[src/design/vdr_pkg.sv]
`timescale 1ns / 1ps
`default_nettype none

package vdr_pkg;

    // Table depth and the widths that follow from it.
    localparam int MAX_VERTICES = 256;
    localparam int COORD_BITS   = 32;
    localparam int IDX_W        = $clog2(MAX_VERTICES);
    localparam int CNT_W        = $clog2(MAX_VERTICES) + 1;

    typedef enum logic [1:0] {
        ST_IDLE,
        ST_SCAN,
        ST_COMMIT
    } vdr_state_t;

    // One stored distinct position with the original index of its first occurrence.
    typedef struct packed {
        logic [COORD_BITS-1:0] x;
        logic [COORD_BITS-1:0] y;
        logic [COORD_BITS-1:0] z;
        logic [IDX_W-1:0]      first_index;
    } vdr_entry_t;

    typedef struct packed {
        logic load;
        logic scan;
        logic commit;
    } vdr_cmd_t;

    typedef struct packed {
        logic overflow;
        logic hit;
        logic scan_end;
        logic out_free;
    } vdr_status_t;

endpackage

`default_nettype wire

[src/design/vdr_ctrl.sv]
`timescale 1ns / 1ps
`default_nettype none

module vdr_ctrl (
    input  wire logic                 clk,
    input  wire logic                 rst_n,
    input  wire logic                 in_valid,
    output logic                      in_ready,
    input  wire vdr_pkg::vdr_status_t status,
    output vdr_pkg::vdr_cmd_t         cmd
);

    vdr_pkg::vdr_state_t state_reg;
    vdr_pkg::vdr_state_t state_next;

    always_ff @(posedge clk or negedge rst_n)
    begin
        if (!rst_n)
        begin
            state_reg <= vdr_pkg::ST_IDLE;
        end
        else
        begin
            state_reg <= state_next;
        end
    end

    always_comb
    begin
        state_next = state_reg;
        unique case (state_reg)
            vdr_pkg::ST_IDLE:
            begin
                if (in_valid)
                begin
                    state_next = vdr_pkg::ST_SCAN;
                end
            end
            vdr_pkg::ST_SCAN:
            begin
                if (status.overflow || status.hit || status.scan_end)
                begin
                    state_next = vdr_pkg::ST_COMMIT;
                end
            end
            vdr_pkg::ST_COMMIT:
            begin
                if (status.out_free)
                begin
                    state_next = vdr_pkg::ST_IDLE;
                end
            end
            default:
            begin
                state_next = vdr_pkg::ST_IDLE;
            end
        endcase
    end

    always_comb
    begin
        in_ready   = 1'b0;
        cmd        = '0;
        unique case (state_reg)
            vdr_pkg::ST_IDLE:
            begin
                in_ready = 1'b1;
                cmd.load = in_valid;
            end
            vdr_pkg::ST_SCAN:
            begin
                cmd.scan = 1'b1;
            end
            vdr_pkg::ST_COMMIT:
            begin
                cmd.commit = status.out_free;
            end
            default:
            begin
                in_ready = 1'b0;
            end
        endcase
    end

endmodule

`default_nettype wire

[config.mk]
export PLATFORM = sky130hd
export DESIGN_NAME = vdr_ctrl
export DESIGN_NICKNAME = d
export VERILOG_FILES = /design/src/design/vdr_pkg.sv /design/src/design/vdr_ctrl.sv
export SDC_FILE = /design/constraint.sdc
export NUM_CORES = 1
export LEC_CHECK = 0
export BUFFER_PORTS_ARGS = -buffer_cell sky130_fd_sc_hd__buf_2
export CAP_MARGIN = 40
export CELL_PAD_IN_SITES_DETAIL_PLACEMENT = 2
export CELL_PAD_IN_SITES_GLOBAL_PLACEMENT = 2
export CORE_AREA = 2 2 39 41
export CTS_BUF_LIST = sky130_fd_sc_hd__clkbuf_8
export DETAILED_ROUTE_END_ITERATION = 12
export DIE_AREA = 0 0 41 43
export PLACE_DENSITY = 0.52
export SLEW_MARGIN = 5
export SYNTH_ARGS = -nofsm -noshare
export SYNTH_HDL_FRONTEND = slang
export SYNTH_SLANG_ARGS = --single-unit
[constraint.sdc]
create_clock -name clk -period 0.9 [get_ports clk]
set_input_delay 0.045 -clock clk [delete_from_list [all_inputs] [get_ports clk]]
set_output_delay 0.045 -clock clk [all_outputs]
set_load 0.05 [all_outputs]
==> flow_summary.html, run 1 <==
<table>
<tr><th>Metric</th><th>Value</th></tr>
<tr><th colspan="2">Cells and area</th></tr>
<tr><td>Layout area overhead</td><td>199%</td></tr>
<tr><td># nets final</td><td>40</td></tr>
<tr><td>Share of cells above drive strength 1</td><td>80.6%</td></tr>
<tr><td>Post-Layout Cell Count</td><td>47</td></tr>
<tr><td>Most used cells in the layout excluding fill and tap cells</td><td>buf_2, buf_4, clkbuf_8</td></tr>
<tr><td>Most common library cell in the layout ignoring fill and taps</td><td>buf_2</td></tr>
<tr><td>Max FFs per register</td><td>2</td></tr>
<tr><td>Antenna Cells</td><td>0</td></tr>
<tr><th colspan="2">Clock network</th></tr>
<tr><td>Clock Root Buffer</td><td>clkbuf_8</td></tr>
<tr><td>Worst-Skew Late Latency</td><td>0.21 ns</td></tr>
<tr><td>Maximum number of buffers from clock root to sink</td><td>2</td></tr>
<tr><td>Clock buffer count from CTS</td><td>3</td></tr>
<tr><td>Clock tree from TritonCTS</td><td>yes</td></tr>
<tr><td>Sink Count</td><td>2</td></tr>
<tr><td>Htree depth</td><td>1</td></tr>
<tr><td>Clock slew at the register clock pins of the worst setup and hold paths</td><td>0.03 ns</td></tr>
<tr><th colspan="2">Outcome</th></tr>
<tr><td>Status</td><td>complete, but fails checks</td></tr>
<tr><td>Failing checks</td><td>negative setup slack</td></tr>
<tr><th colspan="2">Floorplanning</th></tr>
<tr><td>Effective utilization at floorplan</td><td>8.05%</td></tr>
<tr><td>Vertical die dimension</td><td>43 um</td></tr>
<tr><td>Placeable core area</td><td>1380 um2</td></tr>
<tr><td># IOs</td><td>11</td></tr>
<tr><td>Die ar.</td><td>1760 um2</td></tr>
<tr><td>Horizontal extent of the die</td><td>41 um</td></tr>
<tr><td>Number of placement rows</td><td>14</td></tr>
<tr><th colspan="2">Setup path</th></tr>
<tr><td>Required time of the worst setup path</td><td>0.85 ns</td></tr>
<tr><td>Type of destination of the critical path</td><td>primary output</td></tr>
<tr><td>Register-to-Register Path Depth</td><td>4</td></tr>
<tr><td>Critical path launch point type</td><td>flop</td></tr>
<tr><td>End of the worst register-to-register path</td><td>state_reg[0]$_DFFE_PN0P_</td></tr>
<tr><td>Reg2Reg Setup Slack</td><td>-0.07 ns</td></tr>
<tr><td>RR Startpoint</td><td>state_reg[0]$_DFFE_PN0P_</td></tr>
<tr><td>Maximum fanout along the worst path</td><td>4</td></tr>
<tr><td>Type of the worst setup path</td><td>flop to primary output</td></tr>
<tr><td>Arrival time of data at the critical path endpoint</td><td>1.07 ns</td></tr>
<tr><th colspan="2">Synth</th></tr>
<tr><td>Number of library cell types mapped by synthesis</td><td>10</td></tr>
<tr><td>Post-synthesis mux area share</td><td>0%</td></tr>
<tr><td>Compound-gate portion of the synthesized area</td><td>12.4%</td></tr>
<tr><td>Parity-gate share of the synthesized area counting xor and xnor cells</td><td>0%</td></tr>
<tr><td>Adder-cell share of the synthesized area</td><td>0%</td></tr>
<tr><td>Post-synthesis net count</td><td>19</td></tr>
<tr><td>Mean post-synth cell area</td><td>9.28 um2</td></tr>
<tr><td>Post-synthesis share of cell area spent on and, or, nand and nor gates</td><td>36.0%</td></tr>
<tr><td>Synthesized netlist cell count</td><td>12</td></tr>
<tr><td>Sequential element share of the synthesized area</td><td>44.9%</td></tr>
<tr><td>Combinational family with the most area after synthesis</td><td>simple AND/OR/NAND/NOR gates</td></tr>
<tr><td>Ys Warns</td><td>0</td></tr>
<tr><td>Synth Register Bits</td><td>2</td></tr>
<tr><td>Cell Area, Synth</td><td>111 um2</td></tr>
<tr><th colspan="2">Pwr</th></tr>
<tr><td>Switching part of the total power</td><td>41.7%</td></tr>
<tr><td>Switching pwr</td><td>0.585 mW</td></tr>
<tr><td>Leakage power summed over all cells</td><td>0.167 nW</td></tr>
<tr><td>Share of total power in sequential cells</td><td>13.8%</td></tr>
<tr><td>Relative contribution of the clock network to total power</td><td>24.7%</td></tr>
<tr><td>Relative contribution of combinational cells to total power</td><td>61.6%</td></tr>
<tr><td>IR drop worst, VDD</td><td>1.61 mV</td></tr>
<tr><td>Cell-internal power</td><td>0.818 mW</td></tr>
<tr><td>Total power per unit cell area</td><td>4220 nW/um2</td></tr>
<tr><th colspan="2">GRT</th></tr>
<tr><td>Number of global-route vias before repair</td><td>176</td></tr>
<tr><td>Wire length of the first global-routing pass</td><td>738 um</td></tr>
<tr><td>Largest net degree at the start of global routing</td><td>5</td></tr>
<tr><td>GRT overflow</td><td>0</td></tr>
<tr><td>Total track usage</td><td>7.22%</td></tr>
<tr><td>Initial antenna violation count</td><td>0</td></tr>
<tr><th colspan="2">Timing</th></tr>
<tr><td>Final worst-path cycle share</td><td>124%</td></tr>
<tr><td>Slew Limit Fails</td><td>0</td></tr>
<tr><td>Actual transition at the worst max-transition pin</td><td>0.254 ns</td></tr>
<tr><td>Final setup violation count</td><td>6</td></tr>
<tr><td>RSZ-0062 raised after global routing</td><td>true</td></tr>
<tr><td>Final worst clock skew</td><td>0.00108 ns</td></tr>
<tr><td>Crit path setup slack, layout</td><td>-0.219 ns</td></tr>
<tr><td>Worst rel slew slack</td><td>83.0%</td></tr>
<tr><td>Final critical delay including setup and external delays</td><td>1.12 ns</td></tr>
<tr><td>Peak Freq</td><td>894 MHz</td></tr>
<tr><td>Count of final hold-check violations</td><td>0</td></tr>
<tr><th colspan="2">Routing</th></tr>
<tr><td>DRT antenna net count</td><td>0</td></tr>
<tr><td>Detailed-routing iteration count for the pre-antenna-repair pass</td><td>3</td></tr>
<tr><td>Routed Wire Length</td><td>504 um</td></tr>
<tr><td>Average via count per standard cell</td><td>3.40</td></tr>
<tr><td>Vias post-DR</td><td>160</td></tr>
<tr><td>1st-iter DRT viols</td><td>1</td></tr>
<tr><td>Remaining design rule violation count</td><td>0</td></tr>
<tr><td>Wire per inst</td><td>10.7 um</td></tr>
<tr><th colspan="2">Hold path</th></tr>
<tr><td>Min-Delay Path Depth</td><td>2</td></tr>
<tr><td>Start point of the worst hold path</td><td>status[0]</td></tr>
<tr><td>Destination of the worst hold path</td><td>state_reg[1]$_DFFE_PN0P_</td></tr>
<tr><td>Worst hold path type</td><td>input port to flop</td></tr>
<tr><th colspan="2">Placement</th></tr>
<tr><td>Half-perimeter wire length of the detailed placement result</td><td>392 um</td></tr>
<tr><td>GPL Wtd Cong</td><td>0.683</td></tr>
<tr><td>Pre-CTS setup slack</td><td>-0.123 ns</td></tr>
<tr><td>Number of input and output port buffers inserted</td><td>10</td></tr>
<tr><td>Placed instance count</td><td>40</td></tr>
<tr><th colspan="2">Run</th></tr>
<tr><td>Max-capacitance violation count</td><td>0</td></tr>
</table>
## per-layer routing
metal / wire length [um] / global-route usage, % / vias up
met5: 0 / 0 / -
met4: 0 / 8.00 / 0
met3: 83 / 4.71 / 0
met2: 214 / 7.50 / 13
met1: 205 / 8.65 / 69
li1: - / - / 78
## cell usage after synthesis
master | number | area share [%]
dfrtp_1 | 2 | 45
nor2_1 | 2 | 6.7
a21o_1 | 1 | 6.7
inv_1 | 1 | 3.4
inv_2 | 1 | 3.4
nand2b_1 | 1 | 5.6
nand2b_2 | 1 | 7.9
nor3_1 | 1 | 4.5
nor3b_2 | 1 | 11
o22ai_1 | 1 | 5.6
## final cells by class
type	count	area (um2)
Clock buffer	3	41.3
Fill cell	158	1050
Timing Repair Buffer	16	130
Tap cell	16	20.0
Sequential cell	2	51.3
Multi-Input combinational cell	8	82.6
Inverter	2	7.51
## per-stage QoR
step	utilization [%]	power [mW]	setup TNS (ns)	hold slack (ns)	instance area [um2]
after floorplan	-	0.586	-0.566	-0.251	125
after global placement	15.2	0.738	-0.280	-0.166	210
after detailed placement	15.2	0.754	-0.417	-0.162	210
after CTS	21.8	1.29	-0.965	0.0388	302
after global routing	24.1	1.48	-1.16	0.0612	333
final	24.1	1.40	-0.914	0.0442	333
## power groups by stage
stage	Sequential (mW)	Clock [mW]	Combinational, mW
floorplan	0.180	0	0.406
global route	0.199	0.371	0.911
CTS	0.208	0.361	0.724
global placement	0.181	0	0.557
finish	0.194	0.346	0.864
detailed placement	0.187	0	0.566
## critical path, cell delays in order (launching register included)
cell,delay (ns)
dfrtp_2,0.43
nor3b_4,0.25
buf_6,0.19
## how the worst max path moves through the flow
stage | start | endpoint | slack, ns
after detailed placement | state_reg[0]$_DFFE_PN0P_ | cmd[0] | -0.12
after global routing | state_reg[1]$_DFFE_PN0P_ | cmd[2] | -0.26
after global placement | state_reg[0]$_DFFE_PN0P_ | cmd[0] | -0.09
final | state_reg[1]$_DFFE_PN0P_ | cmd[2] | -0.22
after CTS | state_reg[1]$_DFFE_PN0P_ | cmd[2] | -0.24
after floorplan | state_reg[0]$_DFFE_PN0P_ | in_ready | -0.23
## cells by family after synthesis
kind of cell | after synthesis
compound gates | 2
buf+inv | 2
simple gates | 6
flops | 2
## timing repair
action | 4_1_cts | 5_1_grt
setup buffers | 0 | 3
hold endpoints to repair | 2 | 0
resized for setup | 12 | 2
pin swaps | 1 | 1
hold buffers | 1 | 0
endpoints found under the setup margin | 5 | 5
(Power assumes the default switching activity.)
==> run 2, diff against run 1 <==
Settings changed: SETUP_SLACK_MARGIN from default to 0.02.
==> run 2 against run 1 <==
The run still ends with negative setup slack left. Critical path type unchanged. Hold slack stayed put. Clock skew did not move. Routed wire length is the same. Combinational power about the same. Critical endpoint unchanged. Utilization unchanged.
==> flow_summary.html, run 2 (same netlist as run 1, synthesis figures left out) <==
<table>
<tr><th>Metric</th><th>Value</th></tr>
<tr><th colspan="2">Setup path</th></tr>
<tr><td>Register-to-Register Path Depth</td><td>4</td></tr>
<tr><td>Largest stage delay on the critical path</td><td>0.43 ns</td></tr>
<tr><td>RR Startpoint</td><td>state_reg[0]$_DFFE_PN0P_</td></tr>
<tr><td>Ordered cell list for the critical path</td><td>nor3b_4 -&gt; buf_6</td></tr>
<tr><td>Type of destination of the critical path</td><td>primary output</td></tr>
<tr><td>Reg2Reg Setup Slack</td><td>-0.07 ns</td></tr>
<tr><td>Slowest cell on crit path</td><td>dfrtp_2</td></tr>
<tr><td>Arrival time of data at the critical path endpoint</td><td>1.07 ns</td></tr>
<tr><td>End of the worst register-to-register path</td><td>state_reg[0]$_DFFE_PN0P_</td></tr>
<tr><td>Critical path launch point type</td><td>flop</td></tr>
<tr><td>Type of the worst setup path</td><td>flop to primary output</td></tr>
<tr><td>Required time of the worst setup path</td><td>0.85 ns</td></tr>
<tr><td>Maximum fanout along the worst path</td><td>4</td></tr>
<tr><th colspan="2">Routing</th></tr>
<tr><td>Routed Wire Length</td><td>504 um</td></tr>
<tr><td>Wire per inst</td><td>10.7 um</td></tr>
<tr><td>DRT antenna net count</td><td>0</td></tr>
<tr><td>Average via count per standard cell</td><td>3.40</td></tr>
<tr><td>Remaining design rule violation count</td><td>0</td></tr>
<tr><td>1st-iter DRT viols</td><td>1</td></tr>
<tr><td>Detailed-routing iteration count for the pre-antenna-repair pass</td><td>3</td></tr>
<tr><td>Vias post-DR</td><td>160</td></tr>
<tr><th colspan="2">Hold path</th></tr>
<tr><td>Start point of the worst hold path</td><td>status[0]</td></tr>
<tr><td>Worst hold path type</td><td>input port to flop</td></tr>
<tr><td>Destination of the worst hold path</td><td>state_reg[1]$_DFFE_PN0P_</td></tr>
<tr><td>Min-Delay Path Depth</td><td>2</td></tr>
<tr><th colspan="2">Pwr</th></tr>
<tr><td>Power Total</td><td>1.40 mW</td></tr>
<tr><td>Leakage power summed over all cells</td><td>0.167 nW</td></tr>
<tr><td>Total power per unit cell area</td><td>4220 nW/um2</td></tr>
<tr><td>Relative contribution of combinational cells to total power</td><td>61.6%</td></tr>
<tr><td>Relative contribution of the clock network to total power</td><td>24.7%</td></tr>
<tr><td>Switching pwr</td><td>0.585 mW</td></tr>
<tr><td>Share of total power in sequential cells</td><td>13.8%</td></tr>
<tr><td>Switching part of the total power</td><td>41.7%</td></tr>
<tr><td>IR drop worst, VDD</td><td>1.61 mV</td></tr>
<tr><td>Cell-internal power</td><td>0.818 mW</td></tr>
<tr><th colspan="2">Cells and area</th></tr>
<tr><td>Seq. cell area</td><td>51.3 um2</td></tr>
<tr><td>Most common library cell in the layout ignoring fill and taps</td><td>buf_2</td></tr>
<tr><td>Layout area overhead</td><td>199%</td></tr>
<tr><td>Most used cells in the layout excluding fill and tap cells</td><td>buf_2, buf_4, clkbuf_8</td></tr>
<tr><td>Max FFs per register</td><td>2</td></tr>
<tr><td>FILL cells</td><td>158</td></tr>
<tr><td>Antenna Cells</td><td>0</td></tr>
<tr><td># nets final</td><td>40</td></tr>
<tr><td>Share of cells above drive strength 1</td><td>80.6%</td></tr>
<tr><td>Combined area of the multi-input logic cells</td><td>82.6 um2</td></tr>
<tr><th colspan="2">Clock network</th></tr>
<tr><td>Maximum number of buffers from clock root to sink</td><td>2</td></tr>
<tr><td>Htree depth</td><td>1</td></tr>
<tr><td>Sink Count</td><td>2</td></tr>
<tr><td>Clock slew at the register clock pins of the worst setup and hold paths</td><td>0.03 ns</td></tr>
<tr><td>Clock tree from TritonCTS</td><td>yes</td></tr>
<tr><td>Clock buffer count from CTS</td><td>3</td></tr>
<tr><td>Worst-Skew Late Latency</td><td>0.21 ns</td></tr>
<tr><td>Clock Root Buffer</td><td>clkbuf_8</td></tr>
<tr><th colspan="2">Floorplanning</th></tr>
<tr><td>Vertical die dimension</td><td>43 um</td></tr>
<tr><td>Die ar.</td><td>1760 um2</td></tr>
<tr><td>Placeable core area</td><td>1380 um2</td></tr>
<tr><td>Horizontal extent of the die</td><td>41 um</td></tr>
<tr><td>Number of placement rows</td><td>14</td></tr>
<tr><td>Effective utilization at floorplan</td><td>8.05%</td></tr>
<tr><td># IOs</td><td>11</td></tr>
<tr><th colspan="2">Timing</th></tr>
<tr><td>Final setup violation count</td><td>6</td></tr>
<tr><td>Count of final hold-check violations</td><td>0</td></tr>
<tr><td>Worst rel slew slack</td><td>83.0%</td></tr>
<tr><td>RSZ-0062 raised after global routing</td><td>true</td></tr>
<tr><td>Final worst-path cycle share</td><td>124%</td></tr>
<tr><td>Peak Freq</td><td>894 MHz</td></tr>
<tr><td>Slew Limit Fails</td><td>0</td></tr>
<tr><td>Crit path setup slack, layout</td><td>-0.219 ns</td></tr>
<tr><td>Final critical delay including setup and external delays</td><td>1.12 ns</td></tr>
<tr><td>Final worst clock skew</td><td>0.00108 ns</td></tr>
<tr><td>Actual transition at the worst max-transition pin</td><td>0.254 ns</td></tr>
<tr><td>Final worst hold slack</td><td>0.0442 ns</td></tr>
<tr><th colspan="2">Outcome</th></tr>
<tr><td>Status</td><td>complete, but fails checks</td></tr>
<tr><td>Failing checks</td><td>negative setup slack</td></tr>
<tr><th colspan="2">Run</th></tr>
<tr><td>Max-capacitance violation count</td><td>0</td></tr>
<tr><th colspan="2">GRT</th></tr>
<tr><td>Initial antenna violation count</td><td>0</td></tr>
<tr><td>Number of global-route vias before repair</td><td>176</td></tr>
<tr><td>GRT overflow</td><td>0</td></tr>
<tr><td>Wire length of the first global-routing pass</td><td>738 um</td></tr>
<tr><td>Largest net degree at the start of global routing</td><td>5</td></tr>
<tr><td>Total track usage</td><td>7.22%</td></tr>
<tr><th colspan="2">Placement</th></tr>
<tr><td>Half-perimeter wire length of the detailed placement result</td><td>392 um</td></tr>
<tr><td>Number of input and output port buffers inserted</td><td>10</td></tr>
<tr><td>GPL Wtd Cong</td><td>0.683</td></tr>
</table>
run 2: cell counts in the layout (fill, tap and decap cells not counted):
No cell type changed its count.
run 2: worst max-delay path by stage:
stage | from | to | slack, ns | depth (start not counted)
after global placement | state_reg[0]$_DFFE_PN0P_ | cmd[0] | -0.09 | 3
after CTS | state_reg[1]$_DFFE_PN0P_ | cmd[2] | -0.24 | 2
final | state_reg[1]$_DFFE_PN0P_ | cmd[2] | -0.22 | 2
after global routing | state_reg[1]$_DFFE_PN0P_ | cmd[2] | -0.26 | 2
after detailed placement | state_reg[0]$_DFFE_PN0P_ | cmd[0] | -0.12 | 3
after floorplan | state_reg[0]$_DFFE_PN0P_ | in_ready | -0.23 | 1
run 2: layout make-up:
class                      instances  area share, %
clock buffer                       3           12.4
inverter                           2           2.26
multi-input combinational          8           24.8
sequential                         2           15.4
tap                               16           6.02
timing repair buffer              16           39.1
run 2: per-layer routing:
metal | track usage (%) | vias up | routed length, um
met5 | 0 | - | 0
met4 | 8.00 | 0 | 0
met3 | 4.71 | 0 | 83
met2 | 7.50 | 13 | 214
met1 | 8.65 | 69 | 205
li1 | - | 78 | -
run 2: repair_timing:
item                                   in CTS  in global routing
setup endpoints to repair                   5                  6
pin swaps                                   1                  1
gates resized for setup                    12                  2
endpoints found under the hold margin       2                  0
setup buffers                               0                  3
hold buffers                                1                  0
run 2: through the flow:
stage               std cells  TNS (ns)  util [%]  setup slack, ns  cell area (um2)
floorplan                  12    -0.566         -           -0.234              125
detailed placement         40    -0.417      15.2           -0.123              210
global route               47     -1.16      24.1           -0.263              333
finish                     47    -0.914      24.1           -0.219              333
CTS                        44    -0.965      21.8           -0.240              302
global placement           40    -0.280      15.2          -0.0896              210
run 2: power by group through the flow:
stage                     clock [mW]  sequential (mW)  combinational (mW)
after floorplan                    0            0.180               0.406
after global placement             0            0.181               0.557
after detailed placement           0            0.187               0.566
after CTS                      0.361            0.208               0.724
after global routing           0.371            0.199               0.911
final                          0.346            0.194               0.864
run 2: worst max-delay path: cells and delay by family (launching register included):
family,cells,cell delay (ns)
flops,1,0.43
simple gates,1,0.25
buf+inv,1,0.19
==> run 3, diff against run 2 <==
Settings changed: HOLD_SLACK_MARGIN from default to 0.15.
==> run 3 against run 2 <==
The run still ends with negative setup slack left. Design area rose by 3.0%. Total power rose by 0.27%. Sequential cell count unchanged. Critical path depth is the same. Largest cell class unchanged. Register-to-register slack about the same. Count of clock-buffer cells in the layout did not move. Hold slack better by 0.090 ns.
==> flow_summary.html, run 3 (same netlist as run 1, synthesis figures left out) <==
<table>
<tr><th>Metric</th><th>Value</th></tr>
<tr><th colspan="2">Timing</th></tr>
<tr><td>Final setup violation count</td><td>6</td></tr>
<tr><td>Count of final hold-check violations</td><td>0</td></tr>
<tr><td>Worst rel slew slack</td><td>83.0%</td></tr>
<tr><td>Crit path setup slack, layout</td><td>-0.219 ns</td></tr>
<tr><td>Final worst hold slack</td><td>0.134 ns</td></tr>
<tr><td>RSZ-0062 raised after global routing</td><td>true</td></tr>
<tr><td>Slew Limit Fails</td><td>0</td></tr>
<tr><td>Final worst-path cycle share</td><td>124%</td></tr>
<tr><td>Final worst clock skew</td><td>0.00121 ns</td></tr>
<tr><td>Actual transition at the worst max-transition pin</td><td>0.254 ns</td></tr>
<tr><td>Peak Freq</td><td>894 MHz</td></tr>
<tr><td>Final critical delay including setup and external delays</td><td>1.12 ns</td></tr>
<tr><th colspan="2">Hold path</th></tr>
<tr><td>Min-Delay Path Depth</td><td>3</td></tr>
<tr><td>Start point of the worst hold path</td><td>status[3]</td></tr>
<tr><td>Worst hold path type</td><td>input port to flop</td></tr>
<tr><th colspan="2">Floorplanning</th></tr>
<tr><td>Number of placement rows</td><td>14</td></tr>
<tr><td>Die ar.</td><td>1760 um2</td></tr>
<tr><td>Effective utilization at floorplan</td><td>8.05%</td></tr>
<tr><td># IOs</td><td>11</td></tr>
<tr><td>Vertical die dimension</td><td>43 um</td></tr>
<tr><td>Placeable core area</td><td>1380 um2</td></tr>
<tr><td>Horizontal extent of the die</td><td>41 um</td></tr>
<tr><th colspan="2">Routing</th></tr>
<tr><td>1st-iter DRT viols</td><td>1</td></tr>
<tr><td>Remaining design rule violation count</td><td>0</td></tr>
<tr><td>Average via count per standard cell</td><td>3.46</td></tr>
<tr><td>Detailed-routing iteration count for the pre-antenna-repair pass</td><td>3</td></tr>
<tr><td>Wire per inst</td><td>10.8 um</td></tr>
<tr><td>Vias post-DR</td><td>166</td></tr>
<tr><td>DRT antenna net count</td><td>0</td></tr>
<tr><td>Routed Wire Length</td><td>517 um</td></tr>
<tr><th colspan="2">Cells and area</th></tr>
<tr><td>Most used cells in the layout excluding fill and tap cells</td><td>buf_2, buf_4, clkbuf_8</td></tr>
<tr><td>Antenna Cells</td><td>0</td></tr>
<tr><td>Share of cells above drive strength 1</td><td>78.1%</td></tr>
<tr><td>Most common library cell in the layout ignoring fill and taps</td><td>buf_2</td></tr>
<tr><td>Max FFs per register</td><td>2</td></tr>
<tr><td># nets final</td><td>41</td></tr>
<tr><td>FILL cells</td><td>160</td></tr>
<tr><td>Layout area overhead</td><td>208%</td></tr>
<tr><th colspan="2">Clock network</th></tr>
<tr><td>Clock slew at the register clock pins of the worst setup and hold paths</td><td>0.03 ns</td></tr>
<tr><td>Clock tree from TritonCTS</td><td>yes</td></tr>
<tr><td>Htree depth</td><td>1</td></tr>
<tr><td>Sink Count</td><td>2</td></tr>
<tr><td>Clock buffer count from CTS</td><td>3</td></tr>
<tr><td>Clock Root Buffer</td><td>clkbuf_8</td></tr>
<tr><td>Worst-Skew Late Latency</td><td>0.21 ns</td></tr>
<tr><td>Number of buffers added to fix hold violations after cts</td><td>2</td></tr>
<tr><td>Maximum number of buffers from clock root to sink</td><td>2</td></tr>
<tr><th colspan="2">Pwr</th></tr>
<tr><td>Total power per unit cell area</td><td>4100 nW/um2</td></tr>
<tr><td>Switching part of the total power</td><td>41.6%</td></tr>
<tr><td>Power Total</td><td>1.41 mW</td></tr>
<tr><td>Relative contribution of the clock network to total power</td><td>24.6%</td></tr>
<tr><td>Leakage power summed over all cells</td><td>0.171 nW</td></tr>
<tr><td>IR drop worst, VDD</td><td>1.61 mV</td></tr>
<tr><td>Share of total power in sequential cells</td><td>13.8%</td></tr>
<tr><td>Relative contribution of combinational cells to total power</td><td>61.6%</td></tr>
<tr><td>Cell-internal power</td><td>0.821 mW</td></tr>
<tr><td>Switching pwr</td><td>0.586 mW</td></tr>
<tr><th colspan="2">Setup path</th></tr>
<tr><td>Arrival time of data at the critical path endpoint</td><td>1.07 ns</td></tr>
<tr><td>Register-to-Register Path Depth</td><td>4</td></tr>
<tr><td>Critical path launch point type</td><td>flop</td></tr>
<tr><td>Required time of the worst setup path</td><td>0.85 ns</td></tr>
<tr><td>Type of destination of the critical path</td><td>primary output</td></tr>
<tr><td>Startpoint of the most critical setup path</td><td>state_reg[1]$_DFFE_PN0P_</td></tr>
<tr><td>Type of the worst setup path</td><td>flop to primary output</td></tr>
<tr><td>Maximum fanout along the worst path</td><td>4</td></tr>
<tr><td>RR Startpoint</td><td>state_reg[0]$_DFFE_PN0P_</td></tr>
<tr><th colspan="2">GRT</th></tr>
<tr><td>Routing usage on met2</td><td>7.50%</td></tr>
<tr><td>Total track usage</td><td>7.32%</td></tr>
<tr><td>Wire length of the first global-routing pass</td><td>745 um</td></tr>
<tr><td>Fraction of met3 tracks used by global routing</td><td>4.71%</td></tr>
<tr><td>GRT overflow</td><td>0</td></tr>
<tr><td>Largest net degree at the start of global routing</td><td>5</td></tr>
<tr><td>Global-route track usage on met1</td><td>8.97%</td></tr>
<tr><td>Number of global-route vias before repair</td><td>177</td></tr>
<tr><td>Highest-utilization routing layer at the global route stage</td><td>met1</td></tr>
<tr><td>Initial antenna violation count</td><td>0</td></tr>
<tr><th colspan="2">Outcome</th></tr>
<tr><td>Status</td><td>complete, but fails checks</td></tr>
<tr><td>Failing checks</td><td>negative setup slack</td></tr>
<tr><th colspan="2">Run</th></tr>
<tr><td>Max-capacitance violation count</td><td>0</td></tr>
<tr><th colspan="2">Placement</th></tr>
<tr><td>Pre-CTS setup slack</td><td>-0.123 ns</td></tr>
<tr><td>Number of input and output port buffers inserted</td><td>10</td></tr>
<tr><td>GPL Wtd Cong</td><td>0.683</td></tr>
<tr><td>Half-perimeter wire length of the detailed placement result</td><td>392 um</td></tr>
</table>
[run 3: changes by cell type in the layout (fill, tap and decap cells not counted)]
cell and change:
dlygate4sd3_1 +1
[run 3: power groups by stage]
stage	Clock [mW]	Sequential, mW	Combinational, mW
final	0.346	0.194	0.867
after global routing	0.371	0.199	0.914
after CTS	0.361	0.208	0.727
after detailed placement	0	0.187	0.566
after global placement	0	0.181	0.557
after floorplan	0	0.180	0.406
[run 3: metrics by stage]
step / util (%) / cell area (um2) / instances / setup TNS (ns)
after global placement: 15.2 / 210 / 40 / -0.280
final: 24.8 / 343 / 48 / -0.914
after floorplan: - / 125 / 12 / -0.566
after global routing: 24.8 / 343 / 48 / -1.16
after CTS: 22.5 / 312 / 45 / -0.965
after detailed placement: 15.2 / 210 / 40 / -0.417
[run 3: path summary, 6_finish.rpt]
kind / end / slack [ns]
max: cmd[2] / -0.22
min: state_reg[1]$_DFFE_PN0P_ / 0.13
max reg2reg: state_reg[0]$_DFFE_PN0P_ / -0.07
min reg2reg: state_reg[1]$_DFFE_PN0P_ / 0.66
max in group asynchronous: state_reg[1]$_DFFE_PN0P_ / 0.61
min in group asynchronous: state_reg[1]$_DFFE_PN0P_ / 0.18
[run 3: what timing repair did]
item / in CTS / in global routing
endpoints found under the setup margin: 5 / 6
resized for setup: 12 / 2
buffers inserted: 0 / 3
hold endpoints to repair: 3 / 1
pin swaps: 1 / 1
[run 3: routing by layer]
layer	wire length [um]	up-vias
li1	-	80
met1	209	73
met2	224	13
met3	83	0
met4	0	0
met5	0	-
[run 3: critical path, stage by stage, from the launching register on]
cell,delay [ns]
dfrtp_2,0.43
nor3b_4,0.25
buf_6,0.19
[run 3: final cells by class]
class	instances	area (um2)	share of cell area [%]
Clock buffer	3	41.3	12.0
Inverter	2	7.51	2.19
Multi-Input combinational cell	8	82.6	24.1
Sequential cell	2	51.3	15.0
Tap cell	16	20.0	5.84
Timing Repair Buffer	17	140	40.9
